`src/assert_macros.svh`:
```
// ------------------------------------------------------------------------
// assert_macros.svh
// Assertion helper macros; compiled out when SYNTHESIS is defined.
// ------------------------------------------------------------------------
`ifndef ASSERT_MACROS_SVH
`define ASSERT_MACROS_SVH

`ifndef SYNTHESIS

// property must hold at every rising clock edge outside reset
`define PLT_ASSERT(label, clk, rst_n, prop) \
	label: assert property (@(posedge clk) disable iff (!rst_n) (prop)) \
		else $error("assertion failed");

// condition must never be seen outside reset
`define PLT_ASSERT_NEVER(label, clk, rst_n, cond) \
	label: assert property (@(posedge clk) disable iff (!rst_n) !(cond)) \
		else $error("forbidden condition seen");

`else

`define PLT_ASSERT(label, clk, rst_n, prop)
`define PLT_ASSERT_NEVER(label, clk, rst_n, cond)

`endif

`endif

```
`src/plt_pkg.sv`:
```
`timescale 1ns / 1ps
// ------------------------------------------------------------------------
// plt_pkg
// Shared types and constants of the ping listener table.
// ------------------------------------------------------------------------
package plt_pkg;

	localparam int unsigned SLOTS_DEF  = 16;
	localparam int unsigned ID_W       = 16;
	localparam int unsigned SEQ_W      = 16;
	localparam int unsigned SLOT_IDX_W = 4;

	typedef enum logic [1:0] {
		FUNC_REGISTER = 2'd0,
		FUNC_REPLY    = 2'd1,
		FUNC_POLL     = 2'd2
	} func_t;

	// item travelling down the slot chain
	typedef struct packed {
		logic                  valid;
		func_t                 func;
		logic [ID_W-1:0]       id;
		logic [SEQ_W-1:0]      seq;   // poll hit: replaced by stored seq
		logic                  hit;
		logic [SLOT_IDX_W-1:0] slot;  // low bits of the matching slot number
	} tok_t;

endpackage

```
`src/plt_cell.sv`:
```
`timescale 1ns / 1ps
// ------------------------------------------------------------------------
// plt_cell
// One table slot: holds id, seq and received flag, serves a passing item.
// ------------------------------------------------------------------------
module plt_cell #(
	parameter int unsigned IDX = 0
) (
	input  logic          clk,
	input  logic          arst_n,
	input  plt_pkg::tok_t tok_in,
	output plt_pkg::tok_t tok_out
);

	localparam int unsigned TAG_W = plt_pkg::SLOT_IDX_W;
	localparam logic [TAG_W-1:0] SLOT_TAG = TAG_W'(IDX);

	logic [plt_pkg::ID_W-1:0]  id_q;
	logic [plt_pkg::SEQ_W-1:0] seq_q;
	logic                      rcv_q;
	logic                      take;
	plt_pkg::tok_t             tok_nxt;
	plt_pkg::tok_t             tok_q;

	// first qualifying slot claims the item; later cells see hit set
	always_comb begin
		take = 1'b0;
		if (tok_in.valid && !tok_in.hit) begin
			unique case (tok_in.func)
				plt_pkg::FUNC_REGISTER: take = (id_q == '0) || (id_q == tok_in.id);
				plt_pkg::FUNC_REPLY:    take = (id_q == tok_in.id);
				plt_pkg::FUNC_POLL:     take = (id_q == tok_in.id) && rcv_q;
				default:                take = 1'b0;
			endcase
		end
	end

	always_comb begin
		tok_nxt = tok_in;
		if (take) begin
			tok_nxt.hit  = 1'b1;
			tok_nxt.slot = SLOT_TAG;
			if (tok_in.func == plt_pkg::FUNC_POLL) begin
				tok_nxt.seq = seq_q;
			end
		end
	end

	always_ff @(posedge clk or negedge arst_n) begin
		if (!arst_n) begin
			id_q  <= '0;
			seq_q <= '0;
			rcv_q <= 1'b0;
		end else if (take) begin
			case (tok_in.func)
				plt_pkg::FUNC_REGISTER: begin
					id_q  <= tok_in.id;
					seq_q <= tok_in.seq;
					rcv_q <= 1'b0;
				end
				plt_pkg::FUNC_REPLY: begin
					seq_q <= tok_in.seq;
					rcv_q <= 1'b1;
				end
				plt_pkg::FUNC_POLL: begin
					rcv_q <= 1'b0;
				end
				default: begin
				end
			endcase
		end
	end

	always_ff @(posedge clk or negedge arst_n) begin
		if (!arst_n) begin
			tok_q <= '0;
		end else begin
			tok_q <= tok_nxt;
		end
	end

	assign tok_out = tok_q;

endmodule

```
`src/ping_listener_table_unit.sv`:
```
`timescale 1ns / 1ps
// ------------------------------------------------------------------------
// ping_listener_table_unit
// Echo listener table: register, reply and poll items on a chain of slots.
// ------------------------------------------------------------------------
// Chain: cell 0 works on the item straight from the ports in the
//   accepting cycle, then one slot cell per cycle, done high in the last.
// Flow: one item in flight at a time; busy rises at the accepting edge
//   and falls at the result edge.
// Reset: arst_n clears every slot (id 0 = free, seq 0, not received) and
//   the chain at once; no clearing pass. The receiver cannot stall, so
//   done is a single-cycle strobe.
// ------------------------------------------------------------------------
`include "assert_macros.svh"

module ping_listener_table_unit #(
	parameter int unsigned SLOTS = plt_pkg::SLOTS_DEF
) (
	input  logic                            clk,
	input  logic                            arst_n,
	// command side
	input  logic                            start,
	output logic                            busy,
	input  logic [1:0]                      func,
	input  logic [plt_pkg::ID_W-1:0]        echo_id,
	input  logic [plt_pkg::SEQ_W-1:0]       echo_seq,
	// result side
	output logic                            done,
	output logic                            hit,
	output logic [plt_pkg::SLOT_IDX_W-1:0]  slot_index,
	output logic [plt_pkg::SEQ_W-1:0]       seq_out
);

	// tok[i] enters cell i; tok[SLOTS] is the finished item
	plt_pkg::tok_t tok [SLOTS+1];
	logic          accept;
	logic          busy_q;
	logic [SLOTS:0] tok_valid;

	assign accept = start && !busy_q;

	// item enters slot 0 straight from the ports in the accepting cycle
	always_comb begin
		tok[0]       = '0;
		tok[0].valid = accept;
		tok[0].func  = plt_pkg::func_t'(func);
		tok[0].id    = echo_id;
		tok[0].seq   = echo_seq;
	end

	// slot chain: lowest index first, so the first match wins
	for (genvar i = 0; i < SLOTS; i++) begin : g_cell
		plt_cell #(
			.IDX(i)
		) u_cell (
			.clk    (clk),
			.arst_n (arst_n),
			.tok_in (tok[i]),
			.tok_out(tok[i+1])
		);
	end

	// one item in flight at a time; freed after its result cycle
	always_ff @(posedge clk or negedge arst_n) begin
		if (!arst_n) begin
			busy_q <= 1'b0;
		end else if (accept) begin
			busy_q <= 1'b1;
		end else if (tok[SLOTS].valid) begin
			busy_q <= 1'b0;
		end
	end

	assign busy = busy_q;

	// result: all fields zero on a miss; seq only for a poll hit
	assign done       = tok[SLOTS].valid;
	assign hit        = tok[SLOTS].hit;
	assign slot_index = tok[SLOTS].hit ? tok[SLOTS].slot : '0;
	assign seq_out    = (tok[SLOTS].hit && (tok[SLOTS].func == plt_pkg::FUNC_POLL))
	                    ? tok[SLOTS].seq : '0;

	for (genvar k = 0; k <= SLOTS; k++) begin : g_vld
		assign tok_valid[k] = tok[k].valid;
	end

	// at most one item anywhere in the chain
	`PLT_ASSERT(a_single_item, clk, arst_n, $onehot0(tok_valid))
	// a result only appears while the item is still owned
	`PLT_ASSERT(a_done_busy, clk, arst_n, done |-> busy)
	// accepting locks out the next command
	`PLT_ASSERT(a_accept_busy, clk, arst_n, accept |=> busy)
	// a miss reports nothing else
	`PLT_ASSERT_NEVER(a_miss_clean, clk, arst_n, done && !hit && ((slot_index != '0) || (seq_out != '0)))

endmodule

```
`config.mk`:
```
export PLATFORM = sky130hd
export DESIGN_NAME = ping_listener_table_unit
export DESIGN_NICKNAME = d
export VERILOG_FILES = /design/src/plt_pkg.sv /design/src/plt_cell.sv /design/src/ping_listener_table_unit.sv
export VERILOG_INCLUDE_DIRS = /design/src /design/src/src
export SDC_FILE = /design/constraint.sdc
export NUM_CORES = 1
export LEC_CHECK = 0
export ABC_AREA = 1
export BUFFER_PORTS_ARGS = -buffer_cell sky130_fd_sc_hd__buf_2
export CAP_MARGIN = 25
export CORE_MARGIN = 2
export CORE_UTILIZATION = 68
export DETAILED_ROUTE_END_ITERATION = 10
export PLACE_DENSITY_LB_ADDON = 0.2
export SETUP_SLACK_MARGIN = 0.02
export SYNTH_ARGS = -nofsm -noshare
export SYNTH_HDL_FRONTEND = slang
export SYNTH_SLANG_ARGS = --single-unit
```
`constraint.sdc`:
```
create_clock -name clk -period 4.9 [get_ports clk]
set_input_delay 0.49 -clock clk [delete_from_list [all_inputs] [get_ports clk]]
set_output_delay 0.49 -clock clk [all_outputs]
set_load 0.05 [all_outputs]
```
# --- Yosys cells after proc, flatten, opt, wreduce, memory -nomap -nowiden ---
# Cells that the tools add are included.
totals:
  regBits: 1153
  word_cells: 471
classes:
  eq_ne: 49
  n_mux: 84
  n_reduce_logical: 194
ops:
  columns: ["operator", "count"]
  rows:
  - ["21-bit 2-to-1 mux", 16]
  - ["16-bit 2-to-1 mux", 17]
  - ["16-bit equality test", 16]
  - ["16-bit logical NOT", 16]
  - ["2-bit AND reduction", 48]
  - ["2-bit OR reduction", 32]
  - ["1-bit one-hot mux with 3 select lines", 16]
  - ["2-bit equality test, second input constant", 17]
  - ["2-bit nonzero test", 17]
  - ["1-bit logical AND", 33]
  - ["2-bit by 1-bit equality test with 1-bit output, second input constant", 16]
  - ["2-bit logical NOT", 16]
  - ["1-bit one-hot mux with 2 select lines", 16]
  - ["1-bit 2-to-1 mux", 18]
  - ["1-bit logical NOT", 16]
  - ["1-bit logical OR", 16]
  - ["4-bit 2-to-1 mux", 1]

# --- Logic depth before layout (Yosys ltp) ---
depth:
  depth_word: 5
  depth_mapped: 13

# --- Modules after synthesis ---
# From an unflattened synthesis, not the netlist that was laid out.
unflattened:
  hier_cells: 5824
  area_unflattened_um2: 52774.4
modules_own_cells:
  columns: ["module", "n_inst", "cells_per_inst", "area_per_inst_um2", "seq_area_each_um2"]
  rows:
  - ["plt_cell at g_cell[10].u_cell ...", 6, 361, 3259.4, 1826.8]
  - ["plt_cell at g_cell[11].u_cell ...", 4, 362, 3340.7, 1826.8]
  - ["plt_cell at g_cell[1].u_cell ...", 4, 360, 3250.6, 1826.8]
  - ["plt_cell at g_cell[15].u_cell", 1, 363, 3331.9, 1826.8]
  - ["plt_cell at g_cell[0].u_cell", 1, 358, 3263.1, 1826.8]
  - ["ping_listener_table_unit", 1, 49, 257.7, 25.0]

# --- Least setup slack after synthesis ---
# OpenSTA, ideal clock, no wires.
synth_timing:
  path_kind: "register -> output"
  start: "reg g_cell[15].u_cell.tok_q (netlist bit g_cell[15].u_cell.tok_out[4])"
  end: "out seq_out[10] (netlist name)"
  arrival_time_ps: 1835
  path_slack_ps: 2575
  stages_incl_launch_ff: 4
  cell_sequence: "dfrtp_1 > nand3b_1 > clkbuf_1 > nor2_1"
synth_between:
  elab_chain_len: 2
synth_lines:
  columns: ["item", "line", "text"]
  rows:
  - ["start, declared", "plt_cell.sv:23", "plt_pkg::tok_t tok_q;"]
  - ["start signal, assigned", "plt_cell.sv:78", "tok_q <= tok_nxt;"]
  - ["1-bit logical AND", "ping_listener_table_unit.sv:80", "assign seq_out = (tok[SLOTS].hit && (tok[SLOTS].func == plt_pkg::FUNC_POLL))"]
  - ["16-bit 2-to-1 mux", "ping_listener_table_unit.sv:81", "? tok[SLOTS].seq : '0;"]
  - ["end, declared", "ping_listener_table_unit.sv:31", "output logic [plt_pkg::SEQ_W-1:0] seq_out"]
# Every way passes these cells.

# --- Worst setup path after layout ---
layout_timing:
  start: "reg g_cell[7].u_cell.tok_q (netlist bit g_cell[7].u_cell.tok_out[38])"
  end: "reg g_cell[8].u_cell.id_q[2] (netlist name)"
layout_between:
  elab_chain_len: 4
  elab_cells_between_ends: 6
layout_lines:
  columns: ["item", "line", "text"]
  rows:
  - ["start, declared", "plt_cell.sv:23", null]
  - ["start signal, assigned", "plt_cell.sv:78", null]
  - ["2-bit equality test (tied with other cells)", "plt_cell.sv:29", "unique case (tok_in.func)"]
  - ["1-bit one-hot mux with 3 select lines", "plt_cell.sv:29", null]
  - ["1-bit 2-to-1 mux", "plt_cell.sv:28", "if (tok_in.valid && !tok_in.hit) begin"]
  - ["2-bit AND reduction (no source line) (*)", null, null]
  - ["end signal, assigned", "plt_cell.sv:57", "id_q <= tok_in.id;"]
  - ["end, declared", "plt_cell.sv:18", "logic [plt_pkg::ID_W-1:0] id_q;"]
# Mark *: on every way between the ends. The rest lies on a longest branch, timed or not.
# A chain may end at the register's enable or synchronous reset.

==> summary.md <==
| Metric | Value |
|---|---|
| Power density over cell area | 363 nW/um2 |
| Nets in the synthesized netlist | approximately 5,800 |
| Relative slew slack | 0.337 |
| Max-cap violation count | 0 |
| Detailed Routing Iterations Pass 1 | 6 |
| Most frequent cells in the layout | 2,288 x sky130_fd_sc_hd__nand2_1, 1,138 x sky130_fd_sc_hd__dfrtp_1, 531 x sky130_fd_sc_hd__nand4_1 |
| Post-layout minimum cycle time | slightly below 3000 ps |
| Hold path startpoint | echo_seq[9] |
| Syn avg cell area | 8.85 um2 |
| Maximum buffer depth of the clock tree | 3 |
| Highest achievable clock rate | between 300 and 400 MHz |
| GRT Residual Overflow | 0 |
| Horizontal die dimension | 277 um |
| Pins Over Slew Limit | 0 |
| Total power after layout | 0.0202 W |
| Wire length of the first global-routing pass | 191 mm |
| Ratio of cells with drive above 1 in the final layout | 0.112 |
| Final worst hold slack | around 44 ps |
| Startpoint type of the worst setup path | flip-flop |
| Share of the clock period used by the worst path after layout | 0.605 |
| Actual transition at the worst max-transition pin | roughly 990 ps |
| Clock Sinks | 1,138 |
| Capturing element type of the critical path | flip-flop |
| Worst Skew | approximately 23 ps |
| Core Footprint | 74,200 um2 |
| Leading cell type in the layout, fill and taps excluded | sky130_fd_sc_hd__nand2_1 |
| # port buffers | 59 |
| Number of synthesis warnings | 0 |
| Initial DRC count | 3,525 |
| Number of I/O pins | 60 |
| DRC violations left | 0 |
| Critical path peak fanout | 51 |
| Data arrival time of the critical path | 3540 ps |
| Yosys cell types | 37 |
| Total via count after detailed routing | 38,700 |
| Hold WC Path Type | in2reg |
| Final core occ | 0.751 |
| Run status | finished, final reports clean |
| Post-DR vias/cell | 5.71 |
| Residual antenna-violating net count after detailed routing | 0 |
| Number of setup buffers added after CTS | 0 |
| Number of CTS-inserted buffers | 112 |
| WS Path Type | reg2reg |
| Data required time at the worst endpoint | 5470 ps |
| Launching point of the worst reg2reg path | g_cell[7].u_cell.tok_out[38] |
| Area overhead of the layout relative to synthesis | 9.83% |
| Top cell type by total area after synthesis | sky130_fd_sc_hd__dfrtp_1 |
| TritonCTS clock tree | yes |
| Routability Congestion | 0.868 |
| Routed wire per std cell | 16.7 um |
| Via count of the first global-routing pass | 38,300 |
| Yosys top cell area share | 0.562 |
| RSZ-0062 raised after global routing | false |
| Worst vdd rail ir drop | 0.317 mV |
| Setup slack of the critical path after layout | about 1900 ps |
| Count of filler cells inserted in the layout | approximately 5,000 |
| Sum of negative setup slack | 0 ps |
| Register area share after synthesis | 0.562 |
| Number of nets in the final layout | about 5,700 |
| Cells taking the most area after synthesis | sky130_fd_sc_hd__dfrtp_1 56%, sky130_fd_sc_hd__nand2_1 17%, sky130_fd_sc_hd__nand4_1 6.6%, sky130_fd_sc_hd__mux2_2 5.7%, sky130_fd_sc_hd__inv_1 3.4% |
| Floorplan die area | 76,800 um2 |
| Largest net degree at the start of global routing | 134 |
| Number of synthesized register bits | roughly 1,100 |
| Die outline height | 277 um |
| Routed WL | 113 mm |
| Number of diodes | 0 |
| Count of standard-cell rows | 100 |
| Leakage power | ~29 nW |
| Source of the critical timing path | g_cell[7].u_cell.tok_out[38] |
| Final Hold Violating Endpoints | 0 |
| Initial Util | 0.684 |
| Cell area after synthesis | 50,700 um2 |
| Worst-skew pair later-pin latency | 690 ps |
| Overall fraction of global-route tracks in use | 0.299 |
| Final Setup Violations | 0 |
| Clock transition at the registers of the reported paths | around 60 ps |
| H-tree depth reported by CTS | 3 |
| Pre-CTS setup slack | approximately 2000 ps |
| DPL Wire Length | 72.6 mm |
| Root Driver | sky130_fd_sc_hd__clkbuf_16 |
| Number of antenna violations at the first check in global routing | 0 |
| Number of standard cells after synthesis | 5,732 |
==> sequential cells by signal (all words and copies together), names as in the netlist <==
signal                 flops
g_cell.u_cell.tok_out    609
g_cell.u_cell.id_q       256
g_cell.u_cell.seq_q      256
g_cell.u_cell.rcv_q       16
busy                       1
==> where the power goes <==
part | total, W | internal, W | switching, W
Sequential | 0.00988 | 0.00962 | 0.000264
Clock | 0.00937 | 0.00571 | 0.00366
Combinational | 0.000950 | 0.000317 | 0.000633
Total | 0.0202 | 0.0156 | 0.00456
==> layout make-up <==
type / instances / area [um2] / area share
multi-input cells: 3853 / 19200 / 0.344
repair buffers: 125 / 952 / 0.0171
flip-flops and latches: 1138 / 28500 / 0.511
clock inverters: 53 / 875 / 0.0157
clock buffers: 156 / 3220 / 0.0578
well taps: 969 / 1210 / 0.0218
inverters: 476 / 1790 / 0.0321
==> synthesized netlist by cell type, drive strengths merged <==
master	n
xnor2	57
clkbuf	90
nor3	13
buf	175
nand4	532
nand2	2309
or2	7
nand3b	5
inv	461
clkinv	15
xor2	16
dfrtp	1138
nor2	275
mux2	256
nand3	323
a21boi	15
o21ai	31
a21oi	1
nor4	13
==> repair_timing <==
item / CTS / global route
hold endpoints to repair: 100 / 0
hold buffers: 19 / 0
gates resized for setup: 0 / 0
==> worst paths after layout <==
kind | cells after the start | end | slack, ps
max | 6 | g_cell[8].u_cell.id_q[2] | 1930
min | 3 | g_cell[0].u_cell.tok_out[14] | 40
max reg2reg | 6 | g_cell[8].u_cell.id_q[2] | 1930
min reg2reg | 0 | g_cell[15].u_cell.tok_out[39] | 380
max in group asynchronous | 3 | g_cell[5].u_cell.seq_q[14] | 3140
min in group asynchronous | 2 | g_cell[14].u_cell.id_q[8] | 460
==> per-layer routing <==
metal	GRT usage	wire [um]
met3	0.0351	4510
met1	0.381	45800
met2	0.528	59000
met4	0.114	3900
met5	0	0
==> critical path, stage by stage, from the launching register on <==
cell                      delay [ps]
sky130_fd_sc_hd__dfrtp_1         450
sky130_fd_sc_hd__nor2_2          620
sky130_fd_sc_hd__nand4_1         230
sky130_fd_sc_hd__nand2_2         740
sky130_fd_sc_hd__nand3_2         520
sky130_fd_sc_hd__nand2_1         210
sky130_fd_sc_hd__nand2_1          70
==> logic make-up after synthesis <==
logic type / share of synthesized area
xor+xnor: 0.0126
simple gates: 0.302
compound gates: 0.00545
buf+inv: 0.0620
flops: 0.562
mux: 0.0568
==> per-stage QoR <==
step                      std cells  instance area [um2]
after floorplan                5732                50700
after global placement         6541                51400
after detailed placement       6542                51400
after CTS                      6770                55700
after global routing           6770                55700
final                          6770                55700
No activity file was read; power rests on OpenSTA's default activity.
